**src/hw/rtl/free_running_compare_timer_unit_assert.svh**
```systemverilog
// Assertion macros for the free-running compare timer unit.
`ifndef FREE_RUNNING_COMPARE_TIMER_UNIT_ASSERT_SVH
`define FREE_RUNNING_COMPARE_TIMER_UNIT_ASSERT_SVH

// Same-cycle implication, disabled while in reset.
`define FRCT_ASSERT_NOW(label, clk, rst_n, ante, cons) \
    label: assert property (@(posedge clk) disable iff (!(rst_n)) (ante) |-> (cons)) \
        else $error("frct assertion failed (same cycle)");

// Next-cycle implication, disabled while in reset.
`define FRCT_ASSERT_NEXT(label, clk, rst_n, ante, cons) \
    label: assert property (@(posedge clk) disable iff (!(rst_n)) (ante) |=> (cons)) \
        else $error("frct assertion failed (next cycle)");

`endif

```
**src/hw/rtl/frct_pkg.sv**
```systemverilog
// Package: word types and register/opcode codes for the compare timer.
`default_nettype none

package frct_pkg;

    localparam int OPCODE_W = 2;
    localparam int REG_IDX_W = 3;
    localparam int DATA_W = 32;
    localparam int CNT_W = 64;
    localparam int IRQ_W = 4;

    localparam logic [OPCODE_W-1:0] OP_TICK  = 2'd0;
    localparam logic [OPCODE_W-1:0] OP_READ  = 2'd1;
    localparam logic [OPCODE_W-1:0] OP_WRITE = 2'd2;

    localparam logic [REG_IDX_W-1:0] REG_CTRL     = 3'd0;
    localparam logic [REG_IDX_W-1:0] REG_CNT_LO   = 3'd1;
    localparam logic [REG_IDX_W-1:0] REG_CNT_HI   = 3'd2;
    localparam logic [REG_IDX_W-1:0] REG_CMP_BASE = 3'd3;

    typedef struct packed {
        logic [OPCODE_W-1:0]  opcode;
        logic [REG_IDX_W-1:0] reg_index;
        logic [DATA_W-1:0]    write_data;
    } t_in_word;

    typedef struct packed {
        logic [DATA_W-1:0] read_data;
        logic [IRQ_W-1:0]  match_irq;
    } t_out_word;

endpackage

`default_nettype wire

```
**src/hw/rtl/frct_if.sv**
```systemverilog
// Valid/ready channel interfaces for command and response words.
`default_nettype none

interface frct_in_if;
    import frct_pkg::*;
    logic     valid;
    logic     ready;
    t_in_word data;
    modport source (output valid, output data, input ready);
    modport sink (input valid, input data, output ready);
endinterface

interface frct_out_if;
    import frct_pkg::*;
    logic      valid;
    logic      ready;
    t_out_word data;
    modport source (output valid, output data, input ready);
    modport sink (input valid, input data, output ready);
endinterface

`default_nettype wire

```
**src/hw/rtl/frct_core.sv**
```systemverilog
// Timer state (counter, compares, status) and single-pass word execution.
`default_nettype none

module frct_core #(
    parameter int NUM_COMPARES = 4
) (
    input  logic                 i_clk,
    input  logic                 i_rst_n,
    input  logic                 i_en,
    input  frct_pkg::t_in_word   i_word,
    output frct_pkg::t_out_word  o_word
);
    import frct_pkg::*;

    logic [CNT_W-1:0]        r_counter;
    logic [CNT_W-1:0]        n_counter;
    logic [CNT_W-1:0]        w_counter_inc;
    logic [DATA_W-1:0]       r_cmp [NUM_COMPARES];
    logic [DATA_W-1:0]       n_cmp [NUM_COMPARES];
    logic [NUM_COMPARES-1:0] r_status;
    logic [NUM_COMPARES-1:0] n_status;
    logic [DATA_W-1:0]       w_rdata;
    logic [DATA_W-1:0]       w_status_ext;
    logic [REG_IDX_W-1:0]    w_cmp_off;
    logic                    w_cmp_range;

    assign w_counter_inc = r_counter + CNT_W'(1);
    assign w_cmp_off     = i_word.reg_index - REG_CMP_BASE;
    assign w_cmp_range   = (i_word.reg_index >= REG_CMP_BASE);

    always_comb begin
        n_counter = r_counter;
        n_status  = r_status;
        n_cmp     = r_cmp;
        w_rdata   = '0;
        case (i_word.opcode)
            OP_TICK: begin
                n_counter = w_counter_inc;
                for (int i = 0; i < NUM_COMPARES; i++) begin
                    if (r_cmp[i] == w_counter_inc[DATA_W-1:0]) begin
                        n_status[i] = 1'b1;
                    end
                end
            end
            OP_READ: begin
                case (i_word.reg_index)
                    REG_CTRL:   w_rdata = DATA_W'(r_status);
                    REG_CNT_LO: w_rdata = r_counter[DATA_W-1:0];
                    REG_CNT_HI: w_rdata = r_counter[CNT_W-1:DATA_W];
                    default: begin
                        for (int i = 0; i < NUM_COMPARES; i++) begin
                            if (w_cmp_range && int'(w_cmp_off) == i) begin
                                w_rdata = r_cmp[i];
                            end
                        end
                    end
                endcase
            end
            OP_WRITE: begin
                if (i_word.reg_index == REG_CTRL) begin
                    n_status = r_status & ~i_word.write_data[NUM_COMPARES-1:0];
                end else begin
                    for (int i = 0; i < NUM_COMPARES; i++) begin
                        if (w_cmp_range && int'(w_cmp_off) == i) begin
                            n_cmp[i] = i_word.write_data;
                        end
                    end
                end
            end
            default: begin
                n_counter = r_counter;
            end
        endcase
    end

    assign w_status_ext     = DATA_W'(n_status);
    assign o_word.read_data = w_rdata;
    assign o_word.match_irq = w_status_ext[IRQ_W-1:0];

    always_ff @(posedge i_clk) begin
        if (!i_rst_n) begin
            r_counter <= '0;
            r_status  <= '0;
            for (int i = 0; i < NUM_COMPARES; i++) begin
                r_cmp[i] <= '0;
            end
        end else if (i_en) begin
            r_counter <= n_counter;
            r_status  <= n_status;
            r_cmp     <= n_cmp;
        end
    end

endmodule

`default_nettype wire

```
**src/hw/rtl/free_running_compare_timer_unit.sv**
```systemverilog
// Top level: command register, timer core and response register.
//
//   channel   dir   word         contents
//   i_cmd     in    t_in_word    opcode, reg_index, write_data
//   o_rsp     out   t_out_word   read_data, match_irq
//
// One command word per cycle while o_rsp does not stall; each yields exactly one response word.
// A command passes through the command register, then the core logic into the response register.
// The 64-bit increment plus the 32-bit compare per compare register sets the cycle.
// i_rst_n (synchronous) clears counter, compares, status and both valid flags.
// While o_rsp stalls, one more command is held in the command register.
`default_nettype none
`include "free_running_compare_timer_unit_assert.svh"

module free_running_compare_timer_unit #(
    parameter int NUM_COMPARES = 4
) (
    input  logic        i_clk,
    input  logic        i_rst_n,
    frct_in_if.sink     i_cmd,
    frct_out_if.source  o_rsp
);
    import frct_pkg::*;

    logic      r_in_valid;
    t_in_word  r_in;
    logic      r_out_valid;
    t_out_word r_out;
    t_out_word w_core_word;
    logic      w_adv;
    logic      w_take;

    assign w_adv  = r_in_valid && (!r_out_valid || o_rsp.ready);
    assign w_take = i_cmd.valid && i_cmd.ready;

    assign i_cmd.ready = !r_in_valid || w_adv;
    assign o_rsp.valid = r_out_valid;
    assign o_rsp.data  = r_out;

    frct_core #(
        .NUM_COMPARES (NUM_COMPARES)
    ) u_core (
        .i_clk   (i_clk),
        .i_rst_n (i_rst_n),
        .i_en    (w_adv),
        .i_word  (r_in),
        .o_word  (w_core_word)
    );

    always_ff @(posedge i_clk) begin
        if (!i_rst_n) begin
            r_in_valid  <= 1'b0;
            r_out_valid <= 1'b0;
        end else begin
            if (w_take) begin
                r_in_valid <= 1'b1;
            end else if (w_adv) begin
                r_in_valid <= 1'b0;
            end
            if (w_adv) begin
                r_out_valid <= 1'b1;
            end else if (o_rsp.ready) begin
                r_out_valid <= 1'b0;
            end
        end
    end

    always_ff @(posedge i_clk) begin
        if (w_take) begin
            r_in <= i_cmd.data;
        end
        if (w_adv) begin
            r_out <= w_core_word;
        end
    end

    `FRCT_ASSERT_NEXT(a_adv_fills_out, i_clk, i_rst_n, w_adv, r_out_valid)
    `FRCT_ASSERT_NEXT(a_cmd_not_lost, i_clk, i_rst_n, r_in_valid && !w_adv, r_in_valid)
    `FRCT_ASSERT_NEXT(a_rdata_zero_nonread, i_clk, i_rst_n, w_adv && (r_in.opcode != OP_READ), r_out.read_data == '0)
    `FRCT_ASSERT_NEXT(a_ctrl_clear_all, i_clk, i_rst_n, w_adv && (r_in.opcode == OP_WRITE) && (r_in.reg_index == REG_CTRL) && (&r_in.write_data), r_out.match_irq == '0)

endmodule

`default_nettype wire

```
**src/flat_wrapper.sv**
```systemverilog
// flat-port wrapper written by rule: the top's interface ports become plain ports
module free_running_compare_timer_unit_flat import frct_pkg::*;
#(
    parameter int NUM_COMPARES = 4
)
  (i_clk, i_rst_n, i_cmd_valid, i_cmd_data, i_cmd_ready, o_rsp_valid, o_rsp_data, o_rsp_ready);
  frct_in_if i_cmd_i ();
  frct_out_if o_rsp_i ();
  input  logic i_clk;
  input  logic i_rst_n;
  input wire logic [$bits(i_cmd_i.valid)-1:0] i_cmd_valid;
  input wire logic [$bits(i_cmd_i.data)-1:0] i_cmd_data;
  output wire logic [$bits(i_cmd_i.ready)-1:0] i_cmd_ready;
  output wire logic [$bits(o_rsp_i.valid)-1:0] o_rsp_valid;
  output wire logic [$bits(o_rsp_i.data)-1:0] o_rsp_data;
  input wire logic [$bits(o_rsp_i.ready)-1:0] o_rsp_ready;
  assign i_cmd_i.valid = i_cmd_valid;
  assign i_cmd_i.data = i_cmd_data;
  assign i_cmd_ready = i_cmd_i.ready;
  assign o_rsp_valid = o_rsp_i.valid;
  assign o_rsp_data = o_rsp_i.data;
  assign o_rsp_i.ready = o_rsp_ready;
  free_running_compare_timer_unit #(.NUM_COMPARES(NUM_COMPARES)) u_core (.i_clk(i_clk), .i_rst_n(i_rst_n), .i_cmd(i_cmd_i), .o_rsp(o_rsp_i));
endmodule
```
**config.mk**
```make
export PLATFORM = sky130hd
export DESIGN_NAME = free_running_compare_timer_unit_flat
export DESIGN_NICKNAME = d
export VERILOG_FILES = /design/src/hw/rtl/frct_pkg.sv /design/src/hw/rtl/frct_if.sv /design/src/hw/rtl/frct_core.sv /design/src/hw/rtl/free_running_compare_timer_unit.sv /design/src/flat_wrapper.sv
export VERILOG_INCLUDE_DIRS = /design/src /design/src/hw/rtl
export SDC_FILE = /design/constraint.sdc
export NUM_CORES = 1
export LEC_CHECK = 0
export BUFFER_PORTS_ARGS = -buffer_cell sky130_fd_sc_hd__buf_2
export CAP_MARGIN = 20
export CORE_UTILIZATION = 40
export CTS_CLUSTER_DIAMETER = 120
export DETAILED_ROUTE_END_ITERATION = 8
export PLACE_DENSITY = 0.6
export SYNTH_ARGS = -nofsm -noshare
export SYNTH_HDL_FRONTEND = slang
export SYNTH_SLANG_ARGS = --single-unit
```
**constraint.sdc**
```tcl
create_clock -name i_clk -period 4.85 [get_ports i_clk]
set_input_delay 0.485 -clock i_clk [delete_from_list [all_inputs] [get_ports i_clk]]
set_output_delay 0.485 -clock i_clk [all_outputs]
set_load 0.05 [all_outputs]
```
Yosys cells after proc, flatten, opt, wreduce, memory -nomap -nowiden
Cells that the tools add are included.
{ "word_totals": {"reg_bits": 271} }
{ "classes": {"addsub": 2, "n_lt_le_gt_ge": 1, "eq_ne": 11, "n_mux": 15, "n_bitwise": 3, "reduce_logical": 20} }
{ "op_table": {"columns": ["op", "count"], "rows": [
  ["32-bit equality test", 4],
  ["32-bit 2-to-1 mux", 4],
  ["32-bit one-hot mux with 3 select lines", 1],
  ["64-bit by 1-bit adder with 64-bit output, second input constant", 1],
  ["4-bit AND reduction", 4],
  ["1-bit 2-to-1 mux", 8],
  ["4-bit one-hot mux with 2 select lines", 1],
  ["3-bit by 2-bit equality test with 1-bit output, second input constant", 2],
  ["3-bit equality test, second input constant", 2],
  ["1-bit logical AND", 6],
  ["3-bit zero test", 2],
  ["4-bit bitwise AND", 1],
  ["4-bit 2-to-1 mux", 1],
  ["4-bit inverter", 1],
  ["2-bit nonzero test", 2],
  ["3-bit by 1-bit equality test with 1-bit output, second input constant", 1],
  ["3-bit by 2-bit >= comparator with 1-bit output, second input constant", 1],
  ["3-bit by 2-bit subtractor with 3-bit output, second input constant", 1],
  ["2-bit by 1-bit equality test with 1-bit output, second input constant", 1],
  ["2-bit equality test, second input constant", 1],
  ["1-bit zero test", 2],
  ["2-bit zero test", 1],
  ["1-bit logical OR", 2],
  ["2-bit AND reduction", 1],
  ["1-bit inverter", 1]
]} }

Logic depth before layout (Yosys ltp)
Gate-level depths: netlist (run 1).
{ "logic_depth": {"word_depth": 8, "depth_mapped": 12} }

By module
Synthesis (run 1) repeated with hierarchy kept, for this count alone.
{ "hier_totals": {"cells_unflattened": 2099, "hier_area_um2": 17030.1} }
{ "modules_own_cells": {"columns": ["module", "instances", "cells_each", "area_each_um2", "seq_area_each_um2"], "rows": [
  ["frct_core", 1, 2017, 14734.1, 3923.8],
  ["free_running_compare_timer_unit", 1, 82, 2296.0, 2232.1]
]} }

Worst setup path after synthesis (run 1)
No wires, ideal clock.
{ "synth_path": {"path_type": "reg2reg", "start": "reg u_core.r_out_valid, in the netlist u_core.o_rsp.valid", "end": "reg u_core.u_core.r_cmp[65] (netlist name)", "setup_time_ps": 76, "arrival_time_ps": 3643, "path_slack_ps": 1132, "path_stages_with_launch": 9, "period_less_slack_ps": 3718, "path_cell_list": "dfxtp_1 nor2b_1 nor2b_1 clkbuf_1 o311ai_0 nor4_1 clkbuf_1 nand2_1 a21boi_0"} }
{ "synth_between": {"elab_chain_len": 4} }
{ "synth_rtl": {"columns": ["item", "line_no", "rtl"], "rows": [
  ["start, declared", "free_running_compare_timer_unit.sv:27", "logic r_out_valid;"],
  ["start signal, assigned", "free_running_compare_timer_unit.sv:53", "r_out_valid <= 1'b0;"],
  ["start signal, assigned", "free_running_compare_timer_unit.sv:61", "r_out_valid <= 1'b1;"],
  ["start signal, assigned", "free_running_compare_timer_unit.sv:63", "r_out_valid <= 1'b0;"],
  ["1-bit zero test", "free_running_compare_timer_unit.sv:33", "assign w_adv = r_in_valid && (!r_out_valid || o_rsp.ready);"],
  ["1-bit logical OR", "free_running_compare_timer_unit.sv:33", null],
  ["1-bit logical AND", "free_running_compare_timer_unit.sv:33", null],
  ["via u_core.u_core.i_en", "frct_core.sv:9", "input logic i_en,"],
  ["4-bit AND reduction (no source line)", null, null],
  ["end signal, assigned", "frct_core.sv:90", "r_cmp <= n_cmp;"],
  ["end, declared", "frct_core.sv:18", "logic [DATA_W-1:0] r_cmp [NUM_COMPARES];"]
]} }
The timed path passes the listed nets, and every way through them passes these cells.
A chain may end at the register's enable or synchronous reset.

Worst setup path in the final report (run 1)
{ "layout_path": {"start": "reg u_core.u_core.r_counter[4]", "end": "reg u_core.u_core.r_status[0]"} }
{ "layout_between": {"elab_chain_len": 4} }
{ "layout_rtl": {"columns": ["item", "line_no", "rtl"], "rows": [
  ["start, declared", "frct_core.sv:15", "logic [CNT_W-1:0] r_counter;"],
  ["start signal, assigned", "frct_core.sv:88", "r_counter <= n_counter;"],
  ["64-bit by 1-bit adder with 64-bit output", "frct_core.sv:27", "assign w_counter_inc = r_counter + CNT_W'(1);"],
  ["32-bit equality test", "frct_core.sv:40", "if (r_cmp[i] == w_counter_inc[DATA_W-1:0]) begin"],
  ["1-bit 2-to-1 mux", "frct_core.sv:40", null],
  ["4-bit one-hot mux with 2 select lines", "frct_core.sv:36", "case (i_word.opcode)"],
  ["end signal, assigned", "frct_core.sv:89", "r_status <= n_status;"],
  ["end, declared", "frct_core.sv:20", "logic [NUM_COMPARES-1:0] r_status;"]
]} }
No other way between the ends.

==> results of run 1 <==
[cell families after synthesis]
group                    share of synthesized area
multiplexers                                0.0238
XOR/XNOR                                     0.108
AND/OR/NAND/NOR                              0.269
flip-flops                                   0.380
AO/OA/AOI/OAI                                0.176
adder cells (fa/ha/maj)                    0.00155
buffers and inverters                       0.0408
[state kept, by name, indices dropped and copies added (netlist names)]
| name | flops |
|---|---|
| u_core.u_core.r_status | 4 |
| u_core.r_in_valid | 1 |
| u_core.u_core.r_cmp | 128 |
| u_core.o_rsp.valid | 1 |
| u_core.u_core.r_counter | 64 |
| u_core.r_in | 37 |
| u_core.o_rsp.data | 36 |
[power groups by stage]
stage / clock network (µW) / registers (µW) / logic, µW
after detailed placement: 0 / 2450 / 360
after CTS: 2340 / 2400 / 361
after global placement: 0 / 2450 / 358
after global routing: 2440 / 2400 / 385
after floorplan: 0 / 2490 / 161
final: 2310 / 2400 / 369
[worst min path at each step]
stage,end,slack (ns),depth (start not counted)
detailed placement,u_core.u_core.r_cmp[31]$_SDFFE_PN0P_,0.49,2
global route,u_core.r_in[0]$_DFFE_PP_,0.05,1
floorplan,u_core.u_core.r_status[3]$_SDFFE_PN0P_,0.45,2
CTS,u_core.r_in[17]$_DFFE_PP_,0.05,1
finish,u_core.r_in[1]$_DFFE_PP_,0.07,1
global placement,u_core.u_core.r_cmp[31]$_SDFFE_PN0P_,0.48,2
[worst register-to-register path, cell delays in order, from the launching register on]
cell	delay, ns
dfxtp_1	0.69
nand4_2	0.52
nor4_4	0.92
and4_1	0.41
xnor3_1	0.23
o2111ai_1	0.20
or4_1	0.43
or4_1	0.57
a31oi_1	0.21
[cell type report]
type                            instances  area (µm²)
Antenna cell                            1        2.50
Clock buffer                           33         782
Clock inverter                         23         206
Fill cell                            4020       21700
Inverter                               15        56.3
Multi-Input combinational cell       1514        9410
Sequential cell                       271        6160
Tap cell                              525         657
Timing Repair Buffer                  141         876
[stage by stage]
| stage | area [µm²] | setup WS [ns] |
|---|---|---|
| after detailed placement | 17100 | 0.680 |
| after CTS | 18100 | 0.657 |
| final | 18100 | 0.594 |
| after global placement | 17100 | 0.833 |
| after floorplan | 16200 | 1.13 |
| after global routing | 18100 | 0.537 |
[per-layer routing]
metal / wire length, µm / part of all wire / up-vias / track usage
met2: 31400 / 0.45 / 654 / 0.531
met4: 2610 / 0.037 / 4 / 0.113
met1: 31000 / 0.44 / 7477 / 0.469
met5: 27 / 0.00038 / - / 0
met3: 5470 / 0.078 / 143 / 0.0551
li1: - / - / 6941 / -
[layout by cell type, fill, tap and decap left out, types with 7 or more instances in the layout]
cell,instances
nand2_1,400
dfxtp_1,198
a21boi_0,142
xnor2_1,122
o21ai_0,106
nor2_1,105
buf_2,77
edfxtp_1,73
nand3_1,62
buf_4,62
and2_1,61
xor2_1,49
nand4_1,45
a21oi_1,45
mux2i_1,34
a221oi_1,34
clkbuf_16,30
nor3_1,28
nor4_1,23
and3_1,21
or3_1,21
and4_1,19
inv_1,15
nor2b_1,14
nand3b_1,13
or4_1,12
o2111ai_1,11
xnor3_1,10
o22ai_1,8
clkinv_1,8
nand2b_1,7
clkinv_2,7
==> out/qor.txt, run 1 <==
Status = complete, no violations
Register area share after synthesis = 0.380
DR WL/cell = 27.9 µm
RePlAce Congestion = 1.02
Worst Setup SP = u_core.u_core.r_counter[4]$_SDFFE_PN0P_
Sw Ratio = 0.255
Slew Limit Fails = 0
Number of global-route vias before repair = 14300
Crit path kind = flop to flop
Total CTS buffers = 30
Dpl hpwl = 52900 µm
Reg2reg setup slack = 0.59 ns
Cells along the critical path = nand4_2 -> nor4_4 -> and4_1 -> xnor3_1 -> o2111ai_1 -> or4_1 -> or4_1 -> a31oi_1
Commonest cells post-synth = 400 x nand2_1, 198 x dfxtp_1, 142 x a21boi_0
Final net count = 2016
Sequential Power Share = 0.473
Yosys warns = 0
Max_slew headroom = 0.315
Ys flop type = dfxtp_1
Fraction of registers with async set/reset = 0
Comb power frac = 0.073
DRT iter0 DRCs = 1597
Post-layout util = 0.456
Critical path peak fanout = 15
Synth Net Count = 1992
Vias post-DR = 15200
CTS Root Cell = clkbuf_16
Skew-Pair Late Insertion Delay = 0.59 ns
Clock Pin Slew Worst Setup and Hold Paths = 0.06 ns
Placed cell count = 2464
Stages on worst setup path = 8
Pre-antenna DRT Iters = 5
Worst Setup End Kind = flop
CP endpoint = u_core.u_core.r_status[0]$_SDFFE_PN0P_
Clock skew = 0.0242 ns
Sw power = 1290 µW
Non-filler instance count after layout = 2523
First-pass GRT wire length = 101000 µm
Critical R2R Capture = u_core.u_core.r_status[0]$_SDFFE_PN0P_
Worst R2R Path Depth = 8
Buf+Inv Stages, Crit Path = 0
Die width = 203 µm
RSZ-0062 raised after global routing = false
Ranking of synthesized cells by area = dfxtp_1 24%, edfxtp_1 14%, nand2_1 9.3%
Power density cells = 280 nW/µm²
Global Route Usage Sum = 0.338
Final hold violation count = 0
Min Clock Period, post-route = 4.26 ns
Die area = 41300 µm²
DRT Wirelength = 70500 µm
Synth Area per Inst = 8.30 µm²
Synthesis-to-layout area growth = 12.1%
Die H = 203 µm
Largest net degree at the start of global routing = 81
Final Cycle Share = 0.877
FF-to-FF Start = u_core.u_core.r_counter[4]$_SDFFE_PN0P_
# clock sinks = 271
Buffers on Ports = 78
Number of gates resized after CTS = 0
Cell mode on critical path = or4_1
Initial antenna violation count = 4
DRC = 0
Post-synthesis cell type count = 78
Htree depth = 1
VDD IR max = 0.000260 V
Crit path DAT = 4.76 ns
Pint = 3790 µW
Slew @ Worst Pin = 1.03 ns
CP max stage cell = nor4_4
Antenna-violating nets left = 0
Share of the synthesized area in the top cell type = 0.245
Io pins = 79
Flops & latches, synth = 271
Via-to-Cell Ratio = 6.03
HP Start = i_cmd_data[1]
Cell with the most instances after synthesis = nand2_1
Required @ worst endpoint = 5.36 ns
Leakage = 0.00626 µW
Delay of the slowest critical-path stage = 0.91 ns
Tot Pwr = 5080 µW
Initial Util = 0.406
Gr ovfl total = 0
Share of layout cells above drive strength 1 = 0.114
Placement Rows = 73
Post-Route Setup TNS = 0 ns
Clock network fraction of total power = 0.455
Max_cap viols = 0
FMAX = 235 MHz
Setup violations, final = 0
Crit path launch type = flop
Core ar. = 39800 µm²
Final Hold Slack = 0.0693 ns
Post-synth top area cell = dfxtp_1
Post-CTS Setup Bufs = 0
HP Class = input pin to flop
Crit-path leading delay family = simple AND/OR/NAND/NOR gates
Post-synth EDFFs = 73
Syn Inst Count = 1949
Post-Syn Area = 16200 µm²
Clock buffer depth = 3
Cts hold-fix bufs = 0
CTS tree = built
No activity file was read; power rests on OpenSTA's default activity.
==> inputs of run 2 (changes only) <==
==> constraint.sdc (replaced) <==
create_clock -name i_clk -period 4.47 [get_ports i_clk]
set_input_delay 0.447 -clock i_clk [delete_from_list [all_inputs] [get_ports i_clk]]
set_output_delay 0.447 -clock i_clk [all_outputs]
set_load 0.05 [all_outputs]
==> run 2 against run 1 <==
  * Power grew 8.8%
  * Combinational power increased by 4%
  * First-iteration DRC count down 3.0%
  * Routed wire length increased by 0.88%
  * Critical path depth grew 1
  * Clock skew is 0.010 ns lower
  * Clock power grew 10%
  * Via count grew 0.21%
  * Global-route usage rose by 0.54 points
  * Die area unchanged
==> out/qor.txt, run 2 (same netlist as run 1, synthesis figures left out) <==
DR WL/cell = 28.1 µm (+0.49%)
Io pins = 79 (unchanged)
Power density cells = 303 nW/µm² (+8.1%)
Setup violations, final = 0 (unchanged)
Die H = 203 µm (unchanged)
Buf+Inv Stages, Crit Path = 0 (unchanged)
Total CTS buffers = 30 (unchanged)
CTS tree = built
Share of layout cells above drive strength 1 = 0.118 (+0.00386)
Antenna-violating nets left = 0 (unchanged)
Crit path launch type = flop
# clock sinks = 271 (unchanged)
Clock Pin Slew Worst Setup and Hold Paths = 0.06 ns (about the same)
Final worst slack = 0.275 ns (-0.320 ns)
Most flops, register = u_core.u_core.r_cmp
Place WS = 0.352 ns (-0.329 ns)
Most common cell after layout, fill and taps aside = nand2_1
Crit path DAT = 4.60 ns (-0.16 ns)
Inserted Diodes = 0 (-1)
Clock buffer depth = 3 (unchanged)
Buffers on Ports = 78 (unchanged)
Min Clock Period, post-route = 4.20 ns (-0.0602 ns)
Top Registers = u_core.u_core.r_cmp x128, u_core.u_core.r_counter x64, u_core.r_in x37
Final hold violation count = 0 (unchanged)
Core ar. = 39800 µm² (unchanged)
FF-to-FF Start = u_core.u_core.r_counter[0]$_SDFFE_PN0P_
Number of gates resized after CTS = 0 (unchanged)
Worst Setup SP = u_core.u_core.r_counter[0]$_SDFFE_PN0P_
DRT Wirelength = 71100 µm (+0.88%)
Die area = 41300 µm² (unchanged)
Slew Limit Fails = 0 (unchanged)
Critical path peak fanout = 11 (-4)
HP Start = i_cmd_data[13]
Max reg flops = 128 (unchanged)
Slew @ Worst Pin = 1.02 ns (-0.00846 ns)
CP max stage cell = nor4_4
Filler cell count = 4008 (-0.30%)
Number of global-route vias before repair = 14300 (-0.45%)
HP Class = input pin to flop
Die width = 203 µm (unchanged)
CTS Root Cell = clkbuf_16
Initial antenna violation count = 1 (-3)
Post-CTS Setup Bufs = 0 (unchanged)
Gr ovfl total = 0 (unchanged)
VDD IR max = 0.000233 V (-10%)
Highest-count cells in the layout ignoring fill and taps = 400 x nand2_1, 198 x dfxtp_1, 142 x a21boi_0
Required @ worst endpoint = 4.87 ns (-0.49 ns)
Cts hold-fix bufs = 0 (unchanged)
Max_slew headroom = 0.311 (-0.00394)
Cell mode on critical path = nand2_1
Dpl hpwl = 53300 µm (+0.86%)
RSZ-0062 raised after global routing = false
Clock skew = 0.0140 ns (-0.0102 ns)
DRC = 0 (unchanged)
Synthesis-to-layout area growth = 12.9%
Crit-path leading delay family = simple AND/OR/NAND/NOR gates
Placement Rows = 73 (unchanged)
Cells along the critical path = ha_1 -> nand2_1 -> nor4_4 -> nand2_1 -> xor2_1 -> nor2_1 -> a2111oi_0 -> nand4_1 -> o21ai_0
RePlAce Congestion = 1.00 (-1.7%)
Leakage = 0.00633 µW (+1.1%)
FMAX = 238 MHz (+1.4%)
Largest net degree at the start of global routing = 104 (+28%)
DRT iter0 DRCs = 1549 (-3.0%)
Crit path kind = flop to flop
Status = complete, no violations
Pre-antenna DRT Iters = 5 (unchanged)
First-pass GRT wire length = 102000 µm (+1.0%)
Global Route Usage Sum = 0.343 (+0.00539)
Final net count = 2027 (+0.55%)
Max_cap viols = 0 (unchanged)
Via-to-Cell Ratio = 6.02 (-0.19%)
Initial Util = 0.406 (unchanged)
Final Cycle Share = 0.939 (+0.0611)
Worst Setup End Kind = flop
Vias post-DR = 15300 (+0.21%)
Delay of the slowest critical-path stage = 0.74 ns (-0.17 ns)
Tot Pwr = 5530 µW (+8.8%)
Skew-Pair Late Insertion Delay = 0.58 ns (about the same)
Htree depth = 1 (unchanged)
==> run 2: cell count changes in the layout (fill, tap and decap cells not counted), sizes merged, moves of 2 or more <==
cell | previous run | this run
bufinv | 3 | 1
buf | 140 | 151
clkinv | 16 | 4
clkbuf | 34 | 50
==> run 2: metrics by stage <==
stage / hold WS [ns] / utilization / cell area (µm²) / instances / setup TNS [ns]
2_1_floorplan: 0.455 / - / 16200 / 1949 / 0
3_5_place_dp: 0.489 / 0.432 / 17200 / 2475 / 0
6_report: 0.0394 / 0.459 / 18300 / 2533 / 0
5_1_grt: 0.0210 / 0.459 / 18300 / 2533 / 0
4_1_cts: 0.0146 / 0.458 / 18200 / 2531 / 0
3_3_place_gp: 0.481 / 0.432 / 17200 / 2474 / -0.0729
==> run 2: metal layers <==
metal | GRT usage | wire [µm] | up-vias
met4 | 0.0827 | 1890 | 0
met1 | 0.478 | 32100 | 7603
li1 | - | - | 6961
met3 | 0.0562 | 4930 | 101
met2 | 0.552 | 32200 | 586
met5 | 0 | 0 | -
==> run 2: worst reg2reg max path, delay by kind of cell, from the launching register on <==
kind / cells / cell delay [ns]
AOI/OAI and AO/OA: 2 / 0.93
and+or+nand+nor: 5 / 1.79
DFF: 1 / 0.66
adders and majority gates: 1 / 0.35
xor gates and xnor gates: 1 / 0.29
==> run 2: report_power, final <==
part	internal [µW]	switching, µW	total, µW
logic	105	280	385
registers	2570	38.2	2610
clock network	1500	1030	2540
==> run 2: final timing paths <==
check | end | slack, ns | cells past startpoint
setup / recovery | u_core.o_rsp.data[2]$_DFFE_PP_ | 0.27 | 9
hold / removal | u_core.r_in[13]$_DFFE_PP_ | 0.04 | 1
setup reg to reg | u_core.o_rsp.data[2]$_DFFE_PP_ | 0.27 | 9
hold reg to reg | u_core.u_core.r_cmp[56]$_SDFFE_PN0P_ | 0.50 | 2
==> run 2: final cells by class <==
cell class | count | area [µm²] | share of cell area
sequential | 271 | 6160 | 0.337
clock inverter | 7 | 65.1 | 0.00356
tap | 525 | 657 | 0.0360
timing repair buffer | 152 | 967 | 0.0530
inverter | 15 | 56.3 | 0.00308
multi-input combinational | 1514 | 9410 | 0.515
clock buffer | 49 | 953 | 0.0522
==> inputs of run 3 (changes only) <==
==> constraint.sdc (replaced) <==
create_clock -name i_clk -period 4.47 [get_ports i_clk]
set_input_delay 0.894 -clock i_clk [delete_from_list [all_inputs] [get_ports i_clk]]
set_output_delay 0.894 -clock i_clk [all_outputs]
set_load 0.05 [all_outputs]
==> run 3 against run 2 <==
  * Clock skew is 0.0020 ns higher
  * Cell count hardly changed
  * Routed wire length increased by 0.58%
  * First-iteration DRC count rose by 17%
  * Highest routed layer is now met5
  * Final area rose by 0.40%
  * Worst setup slack lost 0.065 ns
  * Critical path type unchanged
  * Clock power is 7% higher
  * Flip-flop and latch count unchanged
  * Global-route usage rose by 0.17 points
  * Count of clock-buffer cells in the layout decreased by 2
  * Fmax fell by 1.5%
==> out/qor.txt, run 3 (same netlist as run 1, synthesis figures left out) <==
Die area = 41300 µm² (unchanged)
Max_cap viols = 0 (unchanged)
Placement Rows = 73 (unchanged)
Delay of the slowest critical-path stage = 0.76 ns (+0.02 ns)
Most flops, register = u_core.u_core.r_cmp
Die H = 203 µm (unchanged)
Max_slew headroom = 0.227 (-0.0841)
Number of global-route vias before repair = 14500 (+1.6%)
HP Class = input pin to flop
Dpl hpwl = 53500 µm (+0.19%)
Clock skew = 0.0160 ns (+0.00201 ns)
CTS tree = built
Final hold violation count = 0 (unchanged)
Initial antenna violation count = 2 (+1)
Placed cell count = 2474 (-0.040%)
FMAX = 235 MHz (-1.5%)
Most common cell after layout, fill and taps aside = nand2_1
Crit path DAT = 4.78 ns (+0.18 ns)
VDD IR max = 0.000310 V (+33%)
Final Hold Slack = 0.471 ns (+0.432 ns)
Total CTS buffers = 31 (+3.3%)
DRT Wirelength = 71500 µm (+0.58%)
Slew Limit Fails = 0 (unchanged)
Buffers on Ports = 78 (unchanged)
Non-filler instance count after layout = 2534 (+0.039%)
Cells along the critical path = nand4_2 -> or4_1 -> nor2_1 -> o2111ai_1 -> a2111oi_0 -> nand4_1 -> or4_1 -> a31oi_1
Worst Setup SP = u_core.u_core.r_counter[14]$_SDFFE_PN0P_
Slew @ Worst Pin = 1.16 ns (+0.141 ns)
Power density cells = 312 nW/µm² (+3.2%)
WHS Endpoint = u_core.r_in[11]$_DFFE_PP_
Via-to-Cell Ratio = 6.08 (+1.0%)
Required @ worst endpoint = 4.99 ns (+0.12 ns)
Share of layout cells above drive strength 1 = 0.118 (+0.000439)
DRC = 0 (unchanged)
FF-to-FF Start = u_core.u_core.r_counter[14]$_SDFFE_PN0P_
Clock buffer depth = 3 (unchanged)
Leakage = 0.00636 µW (+0.45%)
Antenna-violating nets left = 0 (unchanged)
# clock sinks = 271 (unchanged)
Highest-count cells in the layout ignoring fill and taps = 400 x nand2_1, 198 x dfxtp_1, 142 x a21boi_0
Reg2reg setup slack = 0.21 ns (-0.07 ns)
DR WL/cell = 28.2 µm (+0.54%)
Worst R2R Path Depth = 8 (-1)
Critical path peak fanout = 11 (unchanged)
Final net count = 2027 (unchanged)
Cts hold-fix bufs = 0 (unchanged)
Die width = 203 µm (unchanged)
Hold path depth = 1 (unchanged)
Clock Pin Slew Worst Setup and Hold Paths = 0.07 ns (about the same)
First-pass GRT wire length = 103000 µm (+0.90%)
Largest net degree at the start of global routing = 141 (+36%)
Htree depth = 1 (unchanged)
Initial Util = 0.406 (unchanged)
Pre-antenna DRT Iters = 6 (+1)
Core ar. = 39800 µm² (unchanged)
Max reg flops = 128 (unchanged)
Inserted Diodes = 0 (unchanged)
Gr ovfl total = 0 (unchanged)
Critical R2R Capture = u_core.u_core.r_status[0]$_SDFFE_PN0P_
Vias post-DR = 15400 (+1.0%)
Worst Setup End Kind = flop
Cell mode on critical path = or4_1
Min Clock Period, post-route = 4.26 ns (+0.0652 ns)
Status = complete, no violations
Skew-Pair Late Insertion Delay = 0.59 ns (about the same)
Post-Route Setup TNS = 0 ns (unchanged)
Final Cycle Share = 0.953 (+0.0146)
Synthesis-to-layout area growth = 13.3%
Crit path launch type = flop
Io pins = 79 (unchanged)
RSZ-0062 raised after global routing = false
CP max stage cell = a2111oi_0
Global Route Usage Sum = 0.345 (+0.00171)
CTS Root Cell = clkbuf_16
RePlAce Congestion = 1.01 (+0.72%)
Top Registers = u_core.u_core.r_cmp x128, u_core.u_core.r_counter x64, u_core.r_in x37
HP Start = i_cmd_data[11]
DRT iter0 DRCs = 1818 (+17%)
Crit path kind = flop to flop
Setup violations, final = 0 (unchanged)
-- run 3: per-stage QoR --
step	util	power [µW]	area (µm²)	setup WS (ns)
detailed placement	0.432	3050	17200	0.195
global placement	0.432	3050	17200	0.263
CTS	0.460	5760	18300	0.184
global route	0.460	5900	18300	0.134
floorplan	-	2880	16200	0.498
finish	0.460	5730	18300	0.210
-- run 3: area by class of cell --
cell class	instances	area [µm²]
clock buffers	47	928
clock inverters	11	165
fillers	4038	21500
inverters	15	56.3
multi-input cells	1514	9410
flip-flops and latches	271	6160
well taps	525	657
repair buffers	151	963
-- run 3: worst max-delay path by stage --
stage | to | slack (ns) | cells after the start
6_report | u_core.u_core.r_status[0]$_SDFFE_PN0P_ | 0.21 | 8
5_1_grt | u_core.o_rsp.data[2]$_DFFE_PP_ | 0.13 | 9
4_1_cts | u_core.o_rsp.data[2]$_DFFE_PP_ | 0.18 | 9
2_1_floorplan | u_core.u_core.r_cmp[65]$_SDFFE_PN0P_ | 0.50 | 8
3_3_place_gp | u_core.o_rsp.data[2]$_DFFE_PP_ | 0.26 | 9
3_5_place_dp | u_core.o_rsp.data[2]$_DFFE_PP_ | 0.20 | 9
-- run 3: timing repair --
| action | in CTS | in global routing |
|---|---|---|
| buffers inserted | 0 | 0 |
| setup endpoints to repair | 0 | 1 |
| resized for setup | 0 | 1 |
-- run 3: where the power goes --
part / internal (µW) / leakage, µW / switching, µW
clock: 1660 / 0.000534 / 1060
sequential: 2570 / 0.00229 / 38.3
combinational: 109 / 0.00354 / 289
-- run 3: critical path: cells and delay by family (launching register included) --
| family | cells | cell delay, ns |
|---|---|---|
| and+or+nand+nor | 5 | 2.34 |
| AOI/OAI and AO/OA | 3 | 1.16 |
| DFF | 1 | 0.69 |
-- run 3: metal layers --
metal / vias to the layer above / global-route usage / part of all wire
met5: - / 0 / 0.00017
met4: 2 / 0.129 / 0.043
met3: 149 / 0.0580 / 0.076
met2: 702 / 0.540 / 0.44
met1: 7597 / 0.475 / 0.44
li1: 6959 / - / -
